## src/rtl/cbs_pkg.sv

```systemverilog
`default_nettype none

package cbs_pkg;

  typedef logic [6:0] char_t;

  typedef enum logic [1:0] {
    ST_IDLE,
    ST_ECHO,
    ST_STATUS
  } state_t;

  localparam logic [1:0] OUTCOME_SCAN       = 2'd0;
  localparam logic [1:0] OUTCOME_CONNECT    = 2'd1;
  localparam logic [1:0] OUTCOME_NO_CARRIER = 2'd2;
  localparam logic [1:0] OUTCOME_IGNORED    = 2'd3;

  localparam logic KIND_ECHO   = 1'b0;
  localparam logic KIND_STATUS = 1'b1;

  localparam char_t CHAR_UNDERSCORE  = 7'h5f;
  localparam char_t CHAR_CR          = 7'h0d;
  localparam char_t CHAR_LF          = 7'h0a;
  localparam char_t CHAR_QUERY       = 7'h3f;
  localparam char_t CHAR_STAR        = 7'h2a;
  localparam char_t CHAR_PRINT_FIRST = 7'h20;
  localparam char_t CHAR_PRINT_LAST  = 7'h7e;
  localparam char_t CASE_BIT         = 7'h20;
  localparam char_t CHAR_LOWER_C     = 7'h63;
  localparam char_t CHAR_LOWER_O     = 7'h6f;
  localparam char_t CHAR_LOWER_N     = 7'h6e;

  localparam int WIN_LEN  = 8;
  localparam int HEAD_LEN = 4;

  // "@ okayxk"
  localparam char_t OKAY_PAT [WIN_LEN] = '{7'h40, 7'h20, 7'h6f, 7'h6b,
                                           7'h61, 7'h79, 7'h78, 7'h6b};
  // "NO CARRI"
  localparam char_t FAIL_PAT [WIN_LEN] = '{7'h4e, 7'h4f, 7'h20, 7'h43,
                                           7'h41, 7'h52, 7'h52, 7'h49};

  typedef struct packed {
    logic load;
    logic rd_next;
    logic commit;
    logic sel_status;
  } cbs_cmd_t;

  typedef struct packed {
    logic has_echo;
    logic last_echo;
  } cbs_stat_t;

endpackage

`default_nettype wire

```

## src/rtl/cbs_byte_if.sv

```systemverilog
`default_nettype none

interface cbs_byte_if;
  logic       valid;
  logic       ready;
  logic [7:0] rx_byte;

  modport source (output valid, output rx_byte, input ready);
  modport sink (input valid, input rx_byte, output ready);
endinterface

`default_nettype wire

```

## src/rtl/cbs_item_if.sv

```systemverilog
`default_nettype none

interface cbs_item_if;
  logic       valid;
  logic       ready;
  logic       item_kind;
  logic [6:0] echo_char;
  logic [1:0] outcome;
  logic       last_item;

  modport source (output valid, output item_kind, output echo_char, output outcome,
                  output last_item, input ready);
  modport sink (input valid, input item_kind, input echo_char, input outcome,
                input last_item, output ready);
endinterface

`default_nettype wire

```

## src/rtl/cbs_ctrl.sv

```systemverilog
`default_nettype none

module cbs_ctrl (
  input  wire logic              clk,
  input  wire logic              rst,
  input  wire logic              rx_valid,
  output logic                   rx_ready,
  output logic                   tx_valid,
  input  wire logic              tx_ready,
  output cbs_pkg::cbs_cmd_t      cmd,
  input  wire cbs_pkg::cbs_stat_t stat
);

  cbs_pkg::state_t state, state_next;

  always_ff @(posedge clk) begin
    if (rst) begin
      state <= cbs_pkg::ST_IDLE;
    end else begin
      state <= state_next;
    end
  end

  always_comb begin
    state_next     = state;
    cmd            = '0;
    rx_ready       = 1'b0;
    tx_valid       = 1'b0;
    unique case (state)
      cbs_pkg::ST_IDLE: begin
        rx_ready = 1'b1;
        if (rx_valid) begin
          cmd.load   = 1'b1;
          state_next = stat.has_echo ? cbs_pkg::ST_ECHO : cbs_pkg::ST_STATUS;
        end
      end
      cbs_pkg::ST_ECHO: begin
        tx_valid = 1'b1;
        if (tx_ready) begin
          if (stat.last_echo) begin
            state_next = cbs_pkg::ST_STATUS;
          end else begin
            cmd.rd_next = 1'b1;
          end
        end
      end
      cbs_pkg::ST_STATUS: begin
        tx_valid       = 1'b1;
        cmd.sel_status = 1'b1;
        if (tx_ready) begin
          cmd.commit = 1'b1;
          state_next = cbs_pkg::ST_IDLE;
        end
      end
      default: begin
        state_next = cbs_pkg::ST_IDLE;
      end
    endcase
  end

  a_no_overlap: assert property (@(posedge clk) disable iff (rst)
    !(rx_ready && tx_valid))
    else $error("input and output active together");

  a_echo_to_status: assert property (@(posedge clk) disable iff (rst)
    (state == cbs_pkg::ST_ECHO && tx_ready && stat.last_echo)
      |=> state == cbs_pkg::ST_STATUS)
    else $error("status item missing after last echo");

  a_status_last: assert property (@(posedge clk) disable iff (rst)
    cmd.commit |=> rx_ready)
    else $error("not idle after status item");

endmodule

`default_nettype wire

```

## src/rtl/cbs_datapath.sv

```systemverilog
`default_nettype none

module cbs_datapath #(
  parameter int LINE_CAPACITY = 40
) (
  input  wire logic               clk,
  input  wire logic               rst,
  input  wire cbs_pkg::cbs_cmd_t  cmd,
  output cbs_pkg::cbs_stat_t      stat,
  input  wire logic [7:0]         rx_byte,
  output logic                    item_kind,
  output logic [6:0]              echo_char,
  output logic [1:0]              outcome,
  output logic                    last_item
);

  localparam int ADDR_W = $clog2(LINE_CAPACITY);
  localparam int LEN_W  = $clog2(LINE_CAPACITY + 1);

  cbs_pkg::char_t mem [LINE_CAPACITY];
  cbs_pkg::char_t rdata;
  cbs_pkg::char_t head [cbs_pkg::HEAD_LEN];
  cbs_pkg::char_t recent [cbs_pkg::WIN_LEN-1];

  logic [LEN_W-1:0]  line_length;
  logic              armed;
  logic              finished;

  logic [LEN_W-1:0]  echo_cnt;
  logic [ADDR_W-1:0] idx;
  logic              pend_wr;
  logic [ADDR_W-1:0] wr_addr;
  cbs_pkg::char_t    wr_data;
  logic [1:0]        status_outcome;

  cbs_pkg::char_t    c;
  logic              armed_eff;
  logic              is_lf;
  logic              printable;
  logic              full;
  logic              echo_now;
  logic              append;
  logic [ADDR_W-1:0] wr_addr_now;
  logic              con_hit;
  logic              okay_hit;
  logic              fail_hit;
  logic              fin_now;
  logic [LEN_W-1:0]  len_next;
  logic [1:0]        outcome_now;
  logic              rd_en;
  logic [ADDR_W-1:0] rd_addr;
  logic              wr_en;

  always_comb begin
    c = rx_byte[6:0];
    if (c == cbs_pkg::CHAR_UNDERSCORE || c == cbs_pkg::CHAR_CR) begin
      c = cbs_pkg::CHAR_LF;
    end
    armed_eff   = armed || c == cbs_pkg::CHAR_QUERY || c == cbs_pkg::CHAR_STAR;
    is_lf       = c == cbs_pkg::CHAR_LF;
    printable   = c >= cbs_pkg::CHAR_PRINT_FIRST && c <= cbs_pkg::CHAR_PRINT_LAST;
    full        = line_length == LEN_W'(LINE_CAPACITY);
    echo_now    = armed_eff && (is_lf || (printable && full));
    append      = armed_eff && !is_lf && printable;
    wr_addr_now = echo_now ? '0 : line_length[ADDR_W-1:0];

    con_hit = head[0] == cbs_pkg::CHAR_STAR &&
              (head[1] | cbs_pkg::CASE_BIT) == cbs_pkg::CHAR_LOWER_C &&
              (head[2] | cbs_pkg::CASE_BIT) == cbs_pkg::CHAR_LOWER_O &&
              (head[3] | cbs_pkg::CASE_BIT) == cbs_pkg::CHAR_LOWER_N;

    okay_hit = c == cbs_pkg::OKAY_PAT[cbs_pkg::WIN_LEN-1];
    fail_hit = c == cbs_pkg::FAIL_PAT[cbs_pkg::WIN_LEN-1];
    for (int i = 0; i < cbs_pkg::WIN_LEN - 1; i++) begin
      okay_hit = okay_hit && recent[i] == cbs_pkg::OKAY_PAT[i];
      fail_hit = fail_hit && recent[i] == cbs_pkg::FAIL_PAT[i];
    end

    // connect on "*con" skips the window check
    if (armed_eff && is_lf && con_hit) begin
      outcome_now = cbs_pkg::OUTCOME_CONNECT;
    end else if (okay_hit) begin
      outcome_now = cbs_pkg::OUTCOME_CONNECT;
    end else if (fail_hit) begin
      outcome_now = cbs_pkg::OUTCOME_NO_CARRIER;
    end else begin
      outcome_now = cbs_pkg::OUTCOME_SCAN;
    end
    fin_now = outcome_now != cbs_pkg::OUTCOME_SCAN;

    if (echo_now) begin
      len_next = append ? LEN_W'(1) : '0;
    end else begin
      len_next = append ? line_length + LEN_W'(1) : line_length;
    end

    stat.has_echo  = !finished && echo_now && line_length != '0;
    stat.last_echo = (LEN_W'(idx) + LEN_W'(1)) == echo_cnt;

    rd_en   = cmd.load || cmd.rd_next;
    rd_addr = cmd.load ? '0 : idx + ADDR_W'(1);
    wr_en   = cmd.commit && pend_wr;
  end

  always_ff @(posedge clk) begin
    if (rst) begin
      line_length <= '0;
      armed       <= 1'b0;
      finished    <= 1'b0;
      pend_wr     <= 1'b0;
      for (int i = 0; i < cbs_pkg::HEAD_LEN; i++) begin
        head[i] <= '0;
      end
      for (int i = 0; i < cbs_pkg::WIN_LEN - 1; i++) begin
        recent[i] <= '0;
      end
    end else if (cmd.load) begin
      pend_wr <= !finished && append;
      if (!finished) begin
        line_length <= len_next;
        armed       <= armed_eff && !is_lf;
        if (fin_now) begin
          finished <= 1'b1;
        end else begin
          for (int i = 0; i < cbs_pkg::WIN_LEN - 2; i++) begin
            recent[i] <= recent[i+1];
          end
          recent[cbs_pkg::WIN_LEN-2] <= c;
        end
        if (append) begin
          for (int j = 0; j < cbs_pkg::HEAD_LEN; j++) begin
            if (wr_addr_now == ADDR_W'(j)) begin
              head[j] <= c;
            end
          end
        end
      end
    end
  end

  always_ff @(posedge clk) begin
    if (cmd.load) begin
      echo_cnt       <= stat.has_echo ? line_length : '0;
      wr_addr        <= wr_addr_now;
      wr_data        <= c;
      status_outcome <= finished ? cbs_pkg::OUTCOME_IGNORED : outcome_now;
      idx            <= '0;
    end else if (cmd.rd_next) begin
      idx <= idx + ADDR_W'(1);
    end
  end

  always_ff @(posedge clk) begin
    if (wr_en) begin
      mem[wr_addr] <= wr_data;
    end
    if (rd_en) begin
      rdata <= mem[rd_addr];
    end
  end

  always_comb begin
    item_kind = cmd.sel_status ? cbs_pkg::KIND_STATUS : cbs_pkg::KIND_ECHO;
    echo_char = cmd.sel_status ? '0 : rdata;
    outcome   = cmd.sel_status ? status_outcome : cbs_pkg::OUTCOME_SCAN;
    last_item = cmd.sel_status;
  end

  a_port_conflict: assert property (@(posedge clk) disable iff (rst)
    !(wr_en && rd_en))
    else $error("line store read and write together");

  a_len_bound: assert property (@(posedge clk) disable iff (rst)
    line_length <= LEN_W'(LINE_CAPACITY))
    else $error("line length past capacity");

  a_finish_sticks: assert property (@(posedge clk) disable iff (rst)
    finished |=> finished)
    else $error("finished flag dropped");

  a_echo_bound: assert property (@(posedge clk) disable iff (rst)
    cmd.rd_next |-> (LEN_W'(idx) + LEN_W'(1)) < echo_cnt)
    else $error("echo read past line");

endmodule

`default_nettype wire

```

## src/rtl/connect_banner_scanner_unit.sv

```systemverilog
`default_nettype none

// Connect banner scanner. Each accepted byte produces zero or more echoed
// line characters followed by exactly one status item (last_item set). A byte
// is accepted first, then each echoed character is read from the line store
// and sent, then the status item; a full line echoes LINE_CAPACITY characters.
// Echoed characters go out at one character per cycle while the output is
// ready, a rate set by the single read port of the line store. No new
// byte is taken until the status item of the previous one has been accepted.
// After reset the block is ready at once; no clearing pass is run.
module connect_banner_scanner_unit #(
  parameter int LINE_CAPACITY = 40
) (
  input  wire logic   clk,
  input  wire logic   rst,
  cbs_byte_if.sink    rx,
  cbs_item_if.source  tx
);

  cbs_pkg::cbs_cmd_t  cmd;
  cbs_pkg::cbs_stat_t stat;
  logic               rx_ready;
  logic               tx_valid;

  cbs_ctrl u_ctrl (
    .clk      (clk),
    .rst      (rst),
    .rx_valid (rx.valid),
    .rx_ready (rx_ready),
    .tx_valid (tx_valid),
    .tx_ready (tx.ready),
    .cmd      (cmd),
    .stat     (stat)
  );

  cbs_datapath #(
    .LINE_CAPACITY (LINE_CAPACITY)
  ) u_datapath (
    .clk       (clk),
    .rst       (rst),
    .cmd       (cmd),
    .stat      (stat),
    .rx_byte   (rx.rx_byte),
    .item_kind (tx.item_kind),
    .echo_char (tx.echo_char),
    .outcome   (tx.outcome),
    .last_item (tx.last_item)
  );

  assign rx.ready = rx_ready;
  assign tx.valid = tx_valid;

endmodule

`default_nettype wire

```

## src/flat_wrapper.sv

```systemverilog
// flat-port wrapper written by rule: the top's interface ports become plain ports
module connect_banner_scanner_unit_flat 
#(
  parameter int LINE_CAPACITY = 40
)
  (clk, rst, rx_valid, rx_rx_byte, rx_ready, tx_valid, tx_item_kind, tx_echo_char, tx_outcome, tx_last_item, tx_ready);
  cbs_byte_if rx_i ();
  cbs_item_if tx_i ();
  input  wire logic clk;
  input  wire logic rst;
  input wire logic [$bits(rx_i.valid)-1:0] rx_valid;
  input wire logic [$bits(rx_i.rx_byte)-1:0] rx_rx_byte;
  output wire logic [$bits(rx_i.ready)-1:0] rx_ready;
  output wire logic [$bits(tx_i.valid)-1:0] tx_valid;
  output wire logic [$bits(tx_i.item_kind)-1:0] tx_item_kind;
  output wire logic [$bits(tx_i.echo_char)-1:0] tx_echo_char;
  output wire logic [$bits(tx_i.outcome)-1:0] tx_outcome;
  output wire logic [$bits(tx_i.last_item)-1:0] tx_last_item;
  input wire logic [$bits(tx_i.ready)-1:0] tx_ready;
  assign rx_i.valid = rx_valid;
  assign rx_i.rx_byte = rx_rx_byte;
  assign rx_ready = rx_i.ready;
  assign tx_valid = tx_i.valid;
  assign tx_item_kind = tx_i.item_kind;
  assign tx_echo_char = tx_i.echo_char;
  assign tx_outcome = tx_i.outcome;
  assign tx_last_item = tx_i.last_item;
  assign tx_i.ready = tx_ready;
  connect_banner_scanner_unit #(.LINE_CAPACITY(LINE_CAPACITY)) u_core (.clk(clk), .rst(rst), .rx(rx_i), .tx(tx_i));
endmodule
```

## config.mk

```make
export PLATFORM = sky130hd
export DESIGN_NAME = connect_banner_scanner_unit_flat
export DESIGN_NICKNAME = d
export VERILOG_FILES = /design/src/rtl/cbs_pkg.sv /design/src/rtl/cbs_byte_if.sv /design/src/rtl/cbs_item_if.sv /design/src/rtl/cbs_ctrl.sv /design/src/rtl/cbs_datapath.sv /design/src/rtl/connect_banner_scanner_unit.sv /design/src/flat_wrapper.sv
export SDC_FILE = /design/constraint.sdc
export NUM_CORES = 1
export LEC_CHECK = 0
export ABC_AREA = 1
export BUFFER_PORTS_ARGS = -buffer_cell sky130_fd_sc_hd__buf_2
export CAP_MARGIN = 30
export CELL_PAD_IN_SITES_DETAIL_PLACEMENT = 1
export CELL_PAD_IN_SITES_GLOBAL_PLACEMENT = 1
export CORE_ASPECT_RATIO = 1.5
export CORE_MARGIN = 4
export CORE_UTILIZATION = 24
export CTS_BUF_LIST = sky130_fd_sc_hd__clkbuf_4
export CTS_CLUSTER_DIAMETER = 150
export DETAILED_ROUTE_END_ITERATION = 12
export PLACE_DENSITY_LB_ADDON = 0.3
export SLEW_MARGIN = 20
export SYNTH_ARGS = -nofsm -noshare
export SYNTH_HDL_FRONTEND = slang
export SYNTH_SLANG_ARGS = --single-unit
```

## constraint.sdc

```tcl
create_clock -name clk -period 4.2 [get_ports clk]
set_input_delay 0.84 -clock clk [delete_from_list [all_inputs] [get_ports clk]]
set_output_delay 0.84 -clock clk [all_outputs]
set_load 0.05 [all_outputs]
```

* Word-level counts from Yosys, hierarchy flattened
Memory sizes are Yosys's and may differ from the RTL's. A register that Yosys moved wholly into a read port is not among the register bits.
Cells that the tools add are included.
** Storage, ports and cells
- Word-level logic and storage cells :: 182
- Register bits after elaboration :: 38
- Output and inout bits :: 13
- Memories :: 3
- RAM bits :: 357
** Memory list
- u_core.u_datapath.mem :: depth 40, bits a word 7, rd ports 1, clocked after Yosys merged registers in 1, write ports 1, line cbs_datapath.sv:20 : cbs_pkg::char_t mem [LINE_CAPACITY];
- u_core.u_datapath.recent :: depth 7, bits a word 7, rd ports 7, clocked after Yosys merged registers in 0, write ports 7, line cbs_datapath.sv:23 : cbs_pkg::char_t recent [cbs_pkg::WIN_LEN-1];
- u_core.u_datapath.head :: depth 4, bits a word 7, rd ports 4, clocked after Yosys merged registers in 0, write ports 4, line cbs_datapath.sv:22 : cbs_pkg::char_t head [cbs_pkg::HEAD_LEN];
** Operators by class
- Bitwise gates (word level) :: 12
- Magnitude comparators :: 2
- Multiplexer cells :: 73
- Equal/unequal tests :: 36
- Reduce and logical (&&, ||, !) cells :: 44
- $add $sub $neg :: 2
** Operator list (number)
- $eq 7x7->1 const B :: 15
- $mux 7 :: 13
- $mux 1 :: 45
- $eq 7x6->1 const B :: 5
- $logic_and 1x1->1 :: 28
- $eq 6x6->1 const B :: 4
- $mux 6 :: 4
- $mux 2 :: 10
- $eq 7x4->1 const B :: 2
- $add 6x1->6 const B :: 2
- $eq 6x2->1 const B :: 2
- $or 1x1->1 :: 11
- $ge 7x6->1 const B :: 1
- $le 7x7->1 const B :: 1
- $eq 6x1->1 const B :: 1
- $eq 6x6->1 :: 1
- $logic_not 6->1 :: 1
- $ne 2x2->1 const B :: 3
- $pmux 2 s3 :: 1
- $reduce_bool 6->1 :: 1
- $logic_or 1x1->1 :: 5
- $reduce_and 4->1 :: 1
- $reduce_bool 2->1 :: 2
- $reduce_and 3->1 :: 1
- 8 further kinds :: 9

* Longest topological paths before layout
- Depth in word-level cells :: 21
- Mapped depth :: 14
- Depth with buffers taken out :: 14

* Modules after synthesis
From an unflattened synthesis, not the netlist that was laid out.
** Unflattened totals
- Cells, all modules :: 1405
- Area, all modules :: 16883.7 um2
** Modules (own cells, without submodules)
- cbs_datapath :: instances 1, sequential area each 11771.3 um2, cells an instance 1364, area each 16644.7 um2
- cbs_ctrl :: instances 1, sequential area each 40.0 um2, cells an instance 41, area each 239.0 um2

* Worst setup path after synthesis
Ideal clock, no wire load.
- Path kind :: input port to flip-flop
- Start :: in rx_rx_byte[5]
- End :: mem u_core.u_datapath.recent[0][0] (netlist name), enable pin
- Path slack :: 535 ps
- Arrival time :: 3074 ps
- Buffers on the path :: 1
- Setup time :: 592 ps
- Cell stages on the path :: 13
- Cell sequence :: inv_2 nand2_1 nor2_2 nand2_2 nand2_1 nand2_1 nor2_2 nand2_1 nand3_4 nand4_1 nand4_1 buf_2 nand2_1
** RTL lines
- from (decl) :: line flat_wrapper.sv:12 : input wire logic [$bits(rx_i.rx_byte)-1:0] rx_rx_byte;
- to (decl) :: line cbs_datapath.sv:23

==> flow_summary.ini <==
[worst_setup_path]
required_ns = 4.73
start_kind = register
critPathMaxFanout = 27
max_stage_delay_ns = 0.35
arrival_ns = 3.78
cp_top_family = simple AND/OR/NAND/NOR gates
crit_type = reg2reg
cp_num_buf_inv = 4
critPathCaptureType = register
crit_chain = inv_1 -> ha_1 -> nand2_1 -> clkinv_1 -> nor2_4 -> buf_4 -> buf_4 -> o31ai_1 -> o211ai_1 -> nand3_1 -> nand3_1 -> nand2_1
cp_slowest_cell = dfxtp_1

[layout]
syn_to_final_growth_pct = 14.3
drive_above_1_share_pct = 17.6
seqCellArea_um2 = 11800
fillCellCount = 7613
nets = 1479
multi_input_area_um2 = 4200

[die]
rows = 118
die_w_um = 223
start_util_pct = 24.2
pin_count = 25
dieArea_um2 = 74000
coreArea_um2 = 68900
die_height_um = 331

[synth]
synth_top_cell_area_share_pct = 68.7
synth_cells = 1374
synth_top_flop_cell = edfxtp_1
yosysTopAreaCell = edfxtp_1
async_flop_share_pct = 0
synth.distinct_cells = 39
avgSynthCellArea_um2 = 12.2
ys_warn_count = 0
synthTopCellsByArea = edfxtp_1 (69%), nor2_1 (5.5%), o211ai_1 (2.6%), o21ai_0 (2.5%), inv_1 (2.4%)
synth_area_um2 = 16700
ys_seq_area_share_pct = 70.7
synth_nets = 1392
ys_ff_latch = 399
synth_edf_count = 382

[detailed_routing]
drc = 0
first_pass_iters = 4
wl_met2_um = 25600
top_layer = met4
met1_length_um = 17500
wire_per_inst_um = 19.2
wl_met3_um = 1760
drt_iter0_drc = 453
routed_wl_um = 46400
ant_nets = 0
vias = 11100
vias_per_cell = 4.56

[grt]
antenna_found_initial = 3
overflow = 0
grt_usage_pct = 12.5
grt_start_max_net_pins = 96
grt_pass1_vias = 12000
grt_first_pass_wirelength_um = 71200

[placement]
gp_congestion = 0.770
place_hpwl_um = 30400
port_buffers = 23

[clocking]
clockBufferDepth = 3
cts_sinks = 399
cts_tree = done
post_cts_buffers = 0
numCtsBuffers = 97
insertion_delay_ns = 0.79
cts_resized = 0
clk_pin_slew_ns = 0.07
cts_hold_buf = 0
cts-root-buf = clkbuf_4
h-tree-depth = 3

[timing]
fin_crit_sh_pct = 77.4
fmax_mhz = 308
rsz0062_at_grt = false
clock_skew_ns = 0.0497
hold_viol = 0
setup_viol = 0
holdWs_ns = 0.328
slew_violations = 0
setup_tns_ns = 0
min_period_ns = 3.25
max-slew-margin-rel_pct = 42.3
worstMarginPinSlew_ns = 0.865

[power_and_ir_drop]
p_total_uw = 8050
switching_share_pct = 24.4
p_leak_uw = 0.00636
combPwrFrac_pct = 7.0
power_density_nw_per_um2 = 422
peakVddDrop_uv = 221
seqPwrFrac_pct = 55.8
clock_power_share_pct = 37.2
switching_power_uw = 1970
p_int_uw = 6090

[status]
outcome = finished clean

[hold_path]
hold_class = in2reg

[run]
maxCapViolations = 0
## placed cells by master (no fill, tap or decap), drive strengths merged, types with 16 or more instances in the layout
master and instances:
o21ai 83, nor2 246, o31ai 16, buf 55, nand3 69, o211ai 58
a21oi 26, or2 46, edfxtp 382, nand2 89, clkbuf 139, nand4 23
clkinv 19, inv 114, o221ai 17, nor3 53, dfxtp 17
## cell usage after synthesis, types with 15 or more instances
master / instances
a21oi_1: 25
buf_2: 17
clkbuf_1: 47
dfxtp_1: 17
edfxtp_1: 382
inv_1: 107
nand2_1: 84
nand3_1: 67
nand4_1: 19
nor2_1: 243
nor3_1: 53
o211ai_1: 58
o21ai_0: 83
o221ai_1: 17
o31ai_1: 15
or2_2: 46
## final cells by class
type	instances	area share, %
antenna	3	0.0393
clock buffer	139	5.47
clock inverter	20	0.406
inverter	113	2.22
multi-input combinational	795	22.0
sequential	399	61.9
tap	900	5.90
timing repair buffer	55	2.06
## power groups by stage
| stage | clock, uW | sequential (uW) | combinational (uW) |
|---|---|---|---|
| after floorplan | 0 | 4590 | 341 |
| after global placement | 0 | 4580 | 569 |
| after detailed placement | 0 | 4580 | 581 |
| after CTS | 3120 | 4490 | 583 |
| after global routing | 3350 | 4500 | 630 |
| final | 3000 | 4490 | 565 |
## flip-flops by register name, indices dropped and copies added (netlist names)
register and cells:
u_core.u_datapath.mem 280, u_core.u_datapath.armed 1, u_core.u_datapath.pend_wr 1, u_core.u_datapath.finished 1, u_core.u_datapath.wr_data 7, u_core.u_datapath.status_outcome 2, u_core.u_datapath.wr_addr 6, u_core.u_datapath.recent 49
u_core.u_ctrl.state 2, u_core.u_datapath.rdata 7, u_core.u_datapath.echo_cnt 6, u_core.u_datapath.head 25, u_core.u_datapath.idx 6, u_core.u_datapath.line_length 6
## worst paths after layout
check	endpoint	startpoint	slack, ns	depth (start not counted)
worst max-delay path	u_core.u_datapath.rdata[1]	u_core.u_ctrl.state[0]	0.95	12
worst min register to register	u_core.u_datapath.pend_wr	u_core.u_datapath.pend_wr	0.47	2
worst min-delay path	u_core.u_datapath.wr_data[5]	rx_rx_byte[5]	0.33	1
worst max register to register	u_core.u_datapath.rdata[1]	u_core.u_ctrl.state[0]	0.95	12
## cell families after synthesis
kind of cell | count (synthesis) | share of synthesized area [%]
xor gates and xnor gates | 8 | 0.419
and+or+nand+nor | 545 | 15.0
AOI/OAI and AO/OA | 236 | 9.21
buffers and inverters | 180 | 4.22
DFF | 399 | 70.7
adders and majority gates | 6 | 0.449
## through the flow
| step | area, um2 | instances | utilization [%] | setup slack, ns |
|---|---|---|---|---|
| after floorplan | 16700 | 1374 | - | 0.535 |
| after detailed placement | 18000 | 2262 | 26.0 | 0.550 |
| final | 19100 | 2424 | 27.7 | 0.950 |
| after global placement | 18000 | 2262 | 26.0 | 0.572 |
| after CTS | 19100 | 2421 | 27.7 | 0.867 |
| after global routing | 19100 | 2424 | 27.7 | 0.680 |
## layer usage
metal	global-route usage (%)	vias up
met3	2.28	95
met4	5.03	0
met2	24.4	212
met5	0	-
li1	-	5213
met1	13.3	5539
No activity file was read; power rests on OpenSTA's default activity.
